<file path="config.mk">
export PLATFORM = sky130hd
export DESIGN_NAME = ilac_ctrl
export DESIGN_NICKNAME = d
export VERILOG_FILES = /design/src/ilac_pkg.sv /design/src/ilac_ctrl.sv
export SDC_FILE = /design/constraint.sdc
export NUM_CORES = 1
export LEC_CHECK = 0
export ABC_AREA = 0
export ABC_CLOCK_PERIOD_IN_PS = 3500
export BUFFER_PORTS_ARGS = -buffer_cell sky130_fd_sc_hd__buf_4
export CORE_UTILIZATION = 55
export DETAILED_ROUTE_END_ITERATION = 8
export GPL_TIMING_DRIVEN = 0
export HOLD_SLACK_MARGIN = 0.1
export PLACE_DENSITY = 0.79
export SYNTH_ARGS = -nofsm -noshare
export SYNTH_HDL_FRONTEND = slang
export SYNTH_SLANG_ARGS = --single-unit
</file>
<file path="constraint.sdc">
create_clock -name clk -period 3.5 [get_ports clk]
set_input_delay 0.175 -clock clk [delete_from_list [all_inputs] [get_ports clk]]
set_output_delay 0.175 -clock clk [all_outputs]
set_load 0.01 [all_outputs]
</file>
<file path="src/ilac_pkg.sv">
// ilac_pkg: shared types, constants and the step decode for the lever-arm compensator.
// Used by ilac_ctrl, ilac_datapath and the top level; depends on nothing.
package ilac_pkg;

    // Register indexes of the configuration port
    localparam logic [2:0] CFG_ROT_ROW0 = 3'd0;
    localparam logic [2:0] CFG_ROT_ROW1 = 3'd1;
    localparam logic [2:0] CFG_ROT_ROW2 = 3'd2;
    localparam logic [2:0] CFG_LEVER    = 3'd3;
    localparam logic [2:0] CFG_MODE     = 3'd4;
    localparam logic [2:0] CFG_TAU      = 3'd5;

    // Compensation modes
    localparam logic [1:0] MODE_ROT  = 2'd0;
    localparam logic [1:0] MODE_FULL = 2'd2;

    // Step schedule landmarks
    localparam logic [5:0] STEP_ROT_END  = 6'd17;
    localparam logic [5:0] STEP_CENT_END = 6'd29;
    localparam logic [5:0] STEP_EUL_BEG  = 6'd30;
    localparam logic [5:0] STEP_LAST     = 6'd41;
    localparam logic [5:0] DIV_LAST      = 6'd63;

    localparam logic [30:0] DT_CLAMP = 31'd1073741824;

    typedef enum logic [2:0] {
        A_G, A_A, A_W, A_F, A_DIFF, A_DTC
    } a_src_t;

    typedef enum logic [2:0] {
        B_ROT, B_R, B_V, B_MEGA, B_F
    } b_src_t;

    typedef enum logic [2:0] {
        FIN_NONE, FIN_W, FIN_ACC, FIN_V, FIN_CENT, FIN_NUM, FIN_EUL
    } fin_t;

    typedef struct packed {
        a_src_t     a_src;
        logic [1:0] a_idx;
        b_src_t     b_src;
        logic [1:0] b_row;
        logic [1:0] b_idx;
        logic       neg;
        fin_t       fin;
        logic [1:0] f_idx;
    } uop_t;

    typedef enum logic [2:0] {
        ST_IDLE, ST_MUL, ST_ACC, ST_DIV, ST_DIVW, ST_DONE
    } ctrl_state_t;

    typedef struct packed {
        logic       capture;
        logic       mul_en;
        logic       acc_en;
        logic       div_step;
        logic       f_wr;
        logic       load_out;
        logic [5:0] step;
    } dp_cmd_t;

    typedef struct packed {
        logic [1:0] mode;
        logic       euler_ok;
    } dp_status_t;

    // Decode one multiply-accumulate step of the schedule
    function automatic uop_t uop_decode(input logic [5:0] step);
        uop_t       op;
        logic [5:0] s;
        logic [5:0] base;
        logic [1:0] i;
        logic [1:0] j;
        logic [1:0] i1;
        logic [1:0] i2;
        op = '0;
        s = '0;
        base = '0;
        i = '0;
        j = '0;
        i1 = '0;
        i2 = '0;
        if (step < 6'd18) begin
            // matrix times vector: rate rows first, then acceleration rows
            s = (step < 6'd9) ? step : step - 6'd9;
            i = (s >= 6'd6) ? 2'd2 : ((s >= 6'd3) ? 2'd1 : 2'd0);
            j = 2'(s - ({4'b0, i} + {3'b0, i, 1'b0}));
            op.a_src = (step < 6'd9) ? A_G : A_A;
            op.a_idx = j;
            op.b_src = B_ROT;
            op.b_row = i;
            op.b_idx = j;
            op.f_idx = i;
            if (j == 2'd2)
                op.fin = (step < 6'd9) ? FIN_W : FIN_ACC;
            else
                op.fin = FIN_NONE;
        end
        else if (step >= 6'd30 && step < 6'd36) begin
            // filter numerator: rate change times 1e6 minus dt times f
            s = step - 6'd30;
            i = s[2:1];
            op.f_idx = i;
            op.b_idx = i;
            op.a_idx = i;
            if (!s[0]) begin
                op.a_src = A_DIFF;
                op.b_src = B_MEGA;
                op.fin = FIN_NONE;
            end
            else begin
                op.a_src = A_DTC;
                op.b_src = B_F;
                op.neg = 1'b1;
                op.fin = FIN_NUM;
            end
        end
        else begin
            // cross products: w x r, w x v, f x r
            if (step < 6'd24)
                base = 6'd18;
            else if (step < 6'd30)
                base = 6'd24;
            else
                base = 6'd36;
            s = step - base;
            i = s[2:1];
            case (i)
                2'd0:    begin i1 = 2'd1; i2 = 2'd2; end
                2'd1:    begin i1 = 2'd2; i2 = 2'd0; end
                default: begin i1 = 2'd0; i2 = 2'd1; end
            endcase
            op.a_src = (base == 6'd36) ? A_F : A_W;
            op.b_src = (base == 6'd24) ? B_V : B_R;
            op.f_idx = i;
            if (!s[0]) begin
                op.a_idx = i1;
                op.b_idx = i2;
                op.fin = FIN_NONE;
            end
            else begin
                op.a_idx = i2;
                op.b_idx = i1;
                op.neg = 1'b1;
                if (base == 6'd18)
                    op.fin = FIN_V;
                else if (base == 6'd24)
                    op.fin = FIN_CENT;
                else
                    op.fin = FIN_EUL;
            end
        end
        return op;
    endfunction

    // Saturate a wide signed value to 32 bits
    function automatic logic signed [31:0] sat32(input logic signed [65:0] v);
        if (v > 66'sd2147483647)
            return 32'sh7fffffff;
        else if (v < -66'sd2147483648)
            return 32'sh80000000;
        else
            return v[31:0];
    endfunction

    // Right shift by 16, rounding half up
    function automatic logic signed [65:0] rnd16(input logic signed [65:0] v);
        return (v + 66'sd32768) >>> 16;
    endfunction

    // Right shift by 12, rounding half up
    function automatic logic signed [65:0] rnd12(input logic signed [65:0] v);
        return (v + 66'sd2048) >>> 12;
    endfunction

endpackage

</file>
<file path="src/ilac_ctrl.sv">
// ilac_ctrl: sequencer for the compensator; walks the step schedule and the divider.
// Depends on ilac_pkg; drives ilac_datapath through dp_cmd_t.
module ilac_ctrl
    import ilac_pkg::*;
(
    input  logic       clk,
    input  logic       rst_n,
    input  logic       in_valid,
    output logic       in_ready,
    output logic       out_valid,
    input  logic       out_ready,
    input  dp_status_t status,
    output dp_cmd_t    cmd
);

    ctrl_state_t state_reg, state_next;
    logic [5:0]  step_reg, step_next;
    logic [5:0]  dcnt_reg, dcnt_next;
    logic        out_valid_reg, out_valid_next;
    uop_t        op;
    logic        euler_en;
    logic        load;

    assign op = uop_decode(step_reg);
    assign euler_en = status.euler_ok && (status.mode == MODE_FULL);
    assign load = (state_reg == ST_DONE) && (!out_valid_reg || out_ready);

    // Next state
    always_comb
    begin
        state_next = state_reg;
        step_next = step_reg;
        dcnt_next = dcnt_reg;
        case (state_reg)
            ST_IDLE:
            begin
                if (in_valid)
                begin
                    state_next = ST_MUL;
                    step_next = '0;
                end
            end
            ST_MUL:
                state_next = ST_ACC;
            ST_ACC:
            begin
                if (op.fin == FIN_NUM)
                begin
                    state_next = ST_DIV;
                    dcnt_next = '0;
                end
                else if ((step_reg == STEP_ROT_END && status.mode == MODE_ROT) ||
                         step_reg == STEP_CENT_END)
                begin
                    if (euler_en)
                    begin
                        state_next = ST_MUL;
                        step_next = STEP_EUL_BEG;
                    end
                    else
                        state_next = ST_DONE;
                end
                else if (step_reg == STEP_LAST)
                    state_next = ST_DONE;
                else
                begin
                    state_next = ST_MUL;
                    step_next = step_reg + 6'd1;
                end
            end
            ST_DIV:
            begin
                dcnt_next = dcnt_reg + 6'd1;
                if (dcnt_reg == DIV_LAST)
                    state_next = ST_DIVW;
            end
            ST_DIVW:
            begin
                state_next = ST_MUL;
                step_next = step_reg + 6'd1;
            end
            ST_DONE:
            begin
                if (load)
                    state_next = ST_IDLE;
            end
            default:
                state_next = ST_IDLE;
        endcase
    end

    // Hold the result beat until the receiver takes it
    always_comb
    begin
        out_valid_next = out_valid_reg;
        if (load)
            out_valid_next = 1'b1;
        else if (out_ready)
            out_valid_next = 1'b0;
    end

    // Outputs
    always_comb
    begin
        in_ready = (state_reg == ST_IDLE);
        out_valid = out_valid_reg;
        cmd.capture = in_valid && (state_reg == ST_IDLE);
        cmd.mul_en = (state_reg == ST_MUL);
        cmd.acc_en = (state_reg == ST_ACC);
        cmd.div_step = (state_reg == ST_DIV);
        cmd.f_wr = (state_reg == ST_DIVW);
        cmd.load_out = load;
        cmd.step = step_reg;
    end

    always_ff @(posedge clk or negedge rst_n)
    begin
        if (!rst_n)
        begin
            state_reg <= ST_IDLE;
            step_reg <= '0;
            dcnt_reg <= '0;
            out_valid_reg <= 1'b0;
        end
        else
        begin
            state_reg <= state_next;
            step_reg <= step_next;
            dcnt_reg <= dcnt_next;
            out_valid_reg <= out_valid_next;
        end
    end

endmodule

</file>
==> results of run 1 <==
-- placed cells by master, fill, tap and decap left out, types with 2 or more instances in the layout --
cell type / n
buf_2: 4
o21ai_0: 12
dfrtp_1: 16
nand2b_1: 2
clkbuf_1: 2
nor3b_1: 2
a22o_1: 2
nor2b_1: 4
nand3_1: 6
clkbuf_4: 3
o31a_1: 2
and2_1: 3
nor3_1: 2
ha_1: 4
nor2_1: 9
inv_1: 6
buf_4: 21
o31ai_1: 6
nand2_1: 13
a21oi_1: 5
-- cell usage after synthesis, drive strengths merged, types with 2 or more instances --
| master | n |
|---|---|
| a21oi | 5 |
| a22o | 2 |
| and2 | 3 |
| buf | 5 |
| clkbuf | 3 |
| dfrtp | 16 |
| ha | 4 |
| inv | 6 |
| nand2 | 13 |
| nand2b | 2 |
| nand3 | 6 |
| nor2 | 9 |
| nor2b | 4 |
| nor3 | 2 |
| nor3b | 3 |
| o21ai | 13 |
| o31a | 2 |
| o31ai | 7 |
| or2 | 2 |
-- cells by family (layout without fill, tap and decap cells) --
group                    after synthesis  after routing  synth area share, %
multiplexers                           1              1                0.908
XOR/XNOR                               1              1                0.795
flip-flops                            16             16                 36.3
AND/OR/NAND/NOR                       52             52                 26.0
adder cells (fa/ha/maj)                4              4                 4.54
AO/OA/AOI/OAI                         40             40                 25.8
buffers and inverters                 14             39                 5.68
-- metrics by stage --
stage	setup WS, ps	area, sq um	power (mW)	hold WS [ps]
final	1320	1330	0.775	166
after global placement	1390	1280	0.637	41.5
after detailed placement	1380	1280	0.648	44.1
after global routing	1200	1330	0.840	170
after CTS	1350	1330	0.778	162
after floorplan	1540	1100	0.521	-121
-- metal layers --
metal / global-route usage (%) / vias up / wire length [microns]
met1: 32.4 / 520 / 1140
met3: 3.85 / 5 / 88
li1: - / 515 / -
met4: 13.7 / 0 / 48
met5: 0 / - / 0
met2: 39.4 / 29 / 1190
-- power groups by stage --
stage,Combinational [mW],Sequential [mW],Clock (mW)
after CTS,0.389,0.258,0.130
after detailed placement,0.387,0.262,0
final,0.390,0.258,0.127
after global placement,0.378,0.260,0
after global routing,0.438,0.265,0.138
after floorplan,0.264,0.258,0
-- final timing paths --
check / cells past startpoint / endpoint / slack [ps] / startpoint
hold / removal: 3 / out_valid / 170 / out_ready
max in group asynchronous: 2 / step_reg[2] / 3060 / rst_n
setup / recovery: 6 / step_reg[3] / 1320 / step_reg[3]
hold reg to reg: 1 / dcnt_reg[5] / 510 / dcnt_reg[5]
setup reg to reg: 6 / step_reg[3] / 1320 / step_reg[3]
min in group asynchronous: 2 / dcnt_reg[5] / 260 / rst_n
-- cell type report --
cell class | count | area share, %
Inverter | 6 | 1.69
Tap cell | 25 | 2.35
Buffer | 8 | 3.01
Clock buffer | 4 | 2.73
Sequential cell | 16 | 30.1
Timing Repair Buffer | 21 | 12.0
Multi-Input combinational cell | 98 | 48.1
-- worst max-delay path, stage by stage, from the launching register on --
cell	delay [ps]
dfrtp_1	400
buf_2	170
nor4b_1	520
a221oi_1	170
o21ai_1	450
or2_4	250
o21ai_0	100
==> run_results.csv, run 1 <==
group,metric,value,unit
logic_synthesis,synthesis.nets,139,
logic_synthesis,synth-seq-cells,16,
outcome,status,"complete, no violations",
worst_setup_path,worstSetupEndpointType,"flip-flop",
route,routed_wl,2.47,mm
power_and_ir_drop,power_density,583,nW/um^2
timing,fin_crit,2180,ps
route,drt_iter0_drc,44,
route,drc_errors,0,
timing,hold_viol,0,
clock_tree,cts-root-buf,"clkbuf_4",
logic_synthesis,synth_edf_count,0,
floorplan,die_x,46.8,microns
logic_synthesis,syn_inst,128,
logic_synthesis,synth.avg_cell_area,8.61,sq um
placed_design,hpwl,1.78,mm
clock_tree,clockBufferDepth,2,
power_and_ir_drop,switching_share,42.4,%
final_layout,area_delta_synth_final,20.7,%
timing,setup_viol,0,
worst_setup_path,arrival,2360,ps
route,num_vias,1069,
clock_tree,cts_tree,"done",
timing,rsz0062_at_grt,"no",
clock_tree,h-tree-depth,1,
power_and_ir_drop,p_leak,0.620,nW
logic_synthesis,yosys_warnings,0,
logic_synthesis,synth_cell_types,46,
hold_path,worstHoldPathType,"in2reg",
power_and_ir_drop,internal_power,446,uW
grt,grt_pass1_vias,856,
worst_setup_path,crit_path_start_kind,"flip-flop",
timing,max_clock_freq,458,MHz
logic_synthesis,async_flop_share,100,%
placed_design,port_buffers,20,
clock_tree,cts.sinks,16,
floorplan,pin_count,21,
worst_setup_path,worst-path-max-fanout,8,
final_layout,multiInputGateArea,639,sq um
logic_synthesis,synth.area.top_cells,"dfrtp_1 (36%), o21ai_0 (5.4%), ha_1 (4.5%)",
timing,min_period_over_period,62.4,%
floorplan,core_area,1800,sq um
clock_tree,post_cts_resize_count,0,
timing,finalClockSkew,5.70,ps
timing,slew_viol_final,0,
final_layout,final_util,73.8,%
power_and_ir_drop,clockPowerShare,16.4,%
floorplan,die-area,2190,sq um
placed_design,dpl.cell_count,173,
route,firstDrtPassIters,4,
logic_synthesis,synth_flop_cell,"dfrtp_1",
final_layout,diodes,0,
logic_synthesis,synth.yosys.seq_area_share,36.3,%
final_layout,layout-drive-gt1-share,23.5,%
grt,grt_max_degree,17,
grt,antenna_found_initial,0,
final_layout,fill_cells,147,
logic_synthesis,synth_top_area_cell,"dfrtp_1",
clock_tree,cts_made_buffers,3,
logic_synthesis,syn_area,1100,sq um
route,wl_per_cell,13.9,microns
clock_tree,holdBufCountCts,1,
grt,grtUsageTotal,24.8,%
power_and_ir_drop,vdd.ir_drop.worst,0.513,mV
power_and_ir_drop,seqPwrFrac,33.3,%
worst_setup_path,crit_type,"reg2reg",
grt,grt_first_pass_wirelength,3.77,mm
floorplan,start_util,61.2,%
route,ant_nets,0,
clock_tree,post_cts_buffers,0,
grt,gr-total-overflow,0,
final_layout,regArea,400,sq um
timing,tns,0,ps
power_and_ir_drop,p_sw,329,uW
flow_run,drv_cap,0,
timing,relSlewSlack,60.9,%
floorplan,die-height,46.8,microns
final_layout,nets,165,
placed_design,gp_congestion,0.879,
clock_tree,clk_pin_slew,90,ps
route,via_per_inst,6.01,
floorplan,rows,15,
timing,tightest_slew,580,ps
worst_setup_path,crit_required,3680,ps
final_layout,stdcell_count,178,
clock_tree,clk-insertion-delay-late,300,ps
logic_synthesis,synth_top_area_share,36.3,%
power_and_ir_drop,p_comb_share,50.3,%
Note: power is estimated with default switching activity, not from simulation.
==> run 2, diff against run 1 <==
--- a/config.mk
+++ b/config.mk
@@ -5,8 +5,8 @@
 export SDC_FILE = /design/constraint.sdc
 export NUM_CORES = 1
 export LEC_CHECK = 0
-export ABC_AREA = 0
-export ABC_CLOCK_PERIOD_IN_PS = 3500
+export ABC_AREA = 1
+export ABC_CLOCK_PERIOD_IN_PS = 2200
 export BUFFER_PORTS_ARGS = -buffer_cell sky130_fd_sc_hd__buf_4
 export CORE_UTILIZATION = 55
 export DETAILED_ROUTE_END_ITERATION = 8
==> constraint.sdc (replaced) <==
create_clock -name clk -period 2.2 [get_ports clk]
set_input_delay 0.11 -clock clk [delete_from_list [all_inputs] [get_ports clk]]
set_output_delay 0.11 -clock clk [all_outputs]
set_load 0.01 [all_outputs]
==> run_results.csv, run 2 <==
group,metric,value,unit
final_layout,fill_cells,150,
placed_design,gp_congestion,0.833,
logic_synthesis,ys_top_cells_by_count,"nand2_1 (49), inv_1 (19), dfrtp_1 (16), nand3_1 (13), nor2_1 (11)",
floorplan,die-height,48.2,microns
route,ant_nets,0,
final_layout,area_delta_synth_final,20.4,%
final_layout,layout_commonest_cell,"nand2_1",
logic_synthesis,synth_top_area_share,34.0,%
logic_synthesis,synth_cell_types,30,
timing,worst_slack,611,ps
logic_synthesis,synth.area.top_cells,"dfrtp_1 (34%), nand2_1 (16%), inv_1 (6.1%)",
grt,grt_pass1_vias,899,
worst_setup_path,arrival,1820,ps
power_and_ir_drop,power_density,1020,nW/um^2
timing,tightest_slew,242,ps
clock_tree,clk_pin_slew,100,ps
logic_synthesis,synth_top_area_cell,"dfrtp_1",
timing,slew_viol_final,0,
worst_setup_path,reg2reg_from,"step_reg[1]",
clock_tree,post_cts_resize_count,0,
worst_setup_path,crit_type,"reg2reg",
timing,setup_viol,0,
worst_setup_path,crit_chain,"inv_1, ha_1, inv_1, nor2_2, nand2_2, nand3_2, nand3_2, nor2_4, nand2_1, nand2_1",
hold_path,min_to,"state_reg[0]",
power_and_ir_drop,p_leak,0.801,nW
timing,min_period_over_period,72.2,%
timing,rsz0062_at_grt,"no",
clock_tree,cts-root-buf,"clkbuf_4",
timing,relSlewSlack,83.9,%
final_layout,diodes,0,
route,num_vias,1076,
grt,antenna_found_initial,0,
logic_synthesis,synth.yosys.seq_area_share,34.0,%
floorplan,pin_count,21,
route,routed_wl,2.29,mm
worst_setup_path,rr_worst_depth,10,
hold_path,worstHoldPathCells,5,
grt,grtUsageTotal,23.0,%
logic_synthesis,synth_flop_cell,"dfrtp_1",
logic_synthesis,synthesis.nets,175,
final_layout,layout_common_cells,"nand2_1 (49), buf_4 (23), inv_1 (19), dfrtp_1 (16), nand3_1 (13)",
logic_synthesis,syn_area,1180,sq um
logic_synthesis,syn_inst,164,
route,wl_per_cell,10.5,microns
grt,grt_max_degree,17,
route,drt_iter0_drc,14,
timing,tns,0,ps
floorplan,start_util,59.3,%
grt,grt_first_pass_wirelength,3.66,mm
worst_setup_path,r2r-end,"step_reg[0]",
logic_synthesis,synth-seq-cells,16,
logic_synthesis,synth.most_common_cell,"nand2_1",
worst_setup_path,crit_required,2430,ps
timing,fin_crit,1590,ps
worst_setup_path,worst-path-max-fanout,6,
worst_setup_path,ff2ff_setup_slack,610,ps
clock_tree,cts_tree,"done",
flow_run,drv_cap,0,
hold_path,worstHoldPathType,"in2reg",
clock_tree,clk-insertion-delay-late,290,ps
clock_tree,h-tree-depth,1,
hold_path,min-delay-start,"in_valid",
worst_setup_path,worstSetupEndpointType,"flip-flop",
placed_design,port_buffers,20,
logic_synthesis,yosys_warnings,0,
grt,gr-total-overflow,0,
final_layout,layout-drive-gt1-share,27.4,%
floorplan,rows,16,
clock_tree,cts.sinks,16,
floorplan,die-area,2330,sq um
outcome,status,"complete, no violations",
logic_synthesis,synth_edf_count,0,
placed_design,dp_slack,632,ps
floorplan,core_area,1980,sq um
power_and_ir_drop,vdd.ir_drop.worst,0.739,mV
logic_synthesis,async_flop_share,100,%
timing,hold_viol,0,
clock_tree,clockBufferDepth,2,
route,drc_errors,0,
timing,finalClockSkew,2.27,ps
clock_tree,cts_made_buffers,3,
route,firstDrtPassIters,5,
worst_setup_path,critPathSlowestCell,"dfrtp_1",
floorplan,die_x,48.2,microns
logic_synthesis,synth.avg_cell_area,7.17,sq um
placed_design,hpwl,1.78,mm
worst_setup_path,max_stage_delay,450,ps
timing,max_clock_freq,629,MHz
final_layout,nets,202,
worst_setup_path,crit_path_start_kind,"flip-flop",
route,via_per_inst,4.96,
run 2: changes by cell type in the layout (fill, tap and decap cells not counted), sizes merged, moves of 3 or more:
cell    change
nand3       +9
nand4       +3
nor2        +8
o31ai       -7
nand2      +40
nor2b       -4
nor3b       -3
o21ai       -6
and2        -3
xor2        +3
inv        +19
clkbuf      -3
run 2: area by class of cell:
class | count | area [sq um] | share of cell area (%)
timing repair buffer | 22 | 170 | 12.0
inverter | 26 | 100 | 7.07
multi-input combinational | 116 | 626 | 44.2
buffer | 6 | 50.0 | 3.53
clock buffer | 4 | 36.3 | 2.56
tap | 27 | 33.8 | 2.39
sequential | 16 | 400 | 28.3
run 2: critical path, delay by kind of cell, from the launching register on:
family / cells / cell delay [ps]
and+or+nand+nor: 7 / 760
buffers and inverters: 2 / 150
adders and majority gates: 1 / 160
DFF: 1 / 450
run 2: worst max-delay path by stage:
stage                     slack [ps]           to  cells past startpoint        start
final                            610  step_reg[0]                     10  step_reg[1]
after global routing             440  step_reg[3]                      9  step_reg[1]
after CTS                        610  step_reg[0]                     10  step_reg[1]
after detailed placement         630  step_reg[0]                      9  step_reg[1]
after global placement           650  step_reg[4]                      9  step_reg[1]
after floorplan                  790  step_reg[0]                      9  step_reg[1]
run 2: routing by layer:
| layer | global-route usage (%) | vias to the layer above | wire length (microns) | share of wire (%) |
|---|---|---|---|---|
| met3 | 4.44 | 4 | 113 | 4.9 |
| met5 | 0 | - | 0 | 0 |
| met1 | 30.0 | 489 | 1100 | 48 |
| met4 | 8.33 | 0 | 25 | 1.1 |
| li1 | - | 558 | - | - |
| met2 | 37.9 | 25 | 1050 | 46 |
run 2: kinds of logic after synthesis:
group	count (synthesis)	share of synthesized area (%)
xor+xnor	5	3.72
flops	16	34.0
simple gates	94	39.3
compound gates	13	5.96
fa+ha+maj	4	4.26
buf+inv	32	12.8
run 2: per-stage QoR:
stage	cell area (sq um)	util (%)	power, mW	hold slack (ps)	std cells
5_1_grt	1420	71.5	1.59	218	217
4_1_cts	1420	71.5	1.46	198	217
2_1_floorplan	1180	-	1.01	-186	164
3_5_place_dp	1360	68.6	1.25	-18.1	211
3_3_place_gp	1360	68.6	1.24	-21.2	211
6_report	1420	71.5	1.45	204	217
run 2: timing repair:
item / 4_1_cts / 5_1_grt
setup buffers: 0 / 0
endpoints found under the hold margin: 17 / 0
hold buffers: 2 / 0
run 2: power breakdown:
group / internal (mW) / switching [mW] / total, mW
Clock: 0.101 / 0.0968 / 0.198
Sequential: 0.379 / 0.0892 / 0.468
Combinational: 0.310 / 0.470 / 0.781
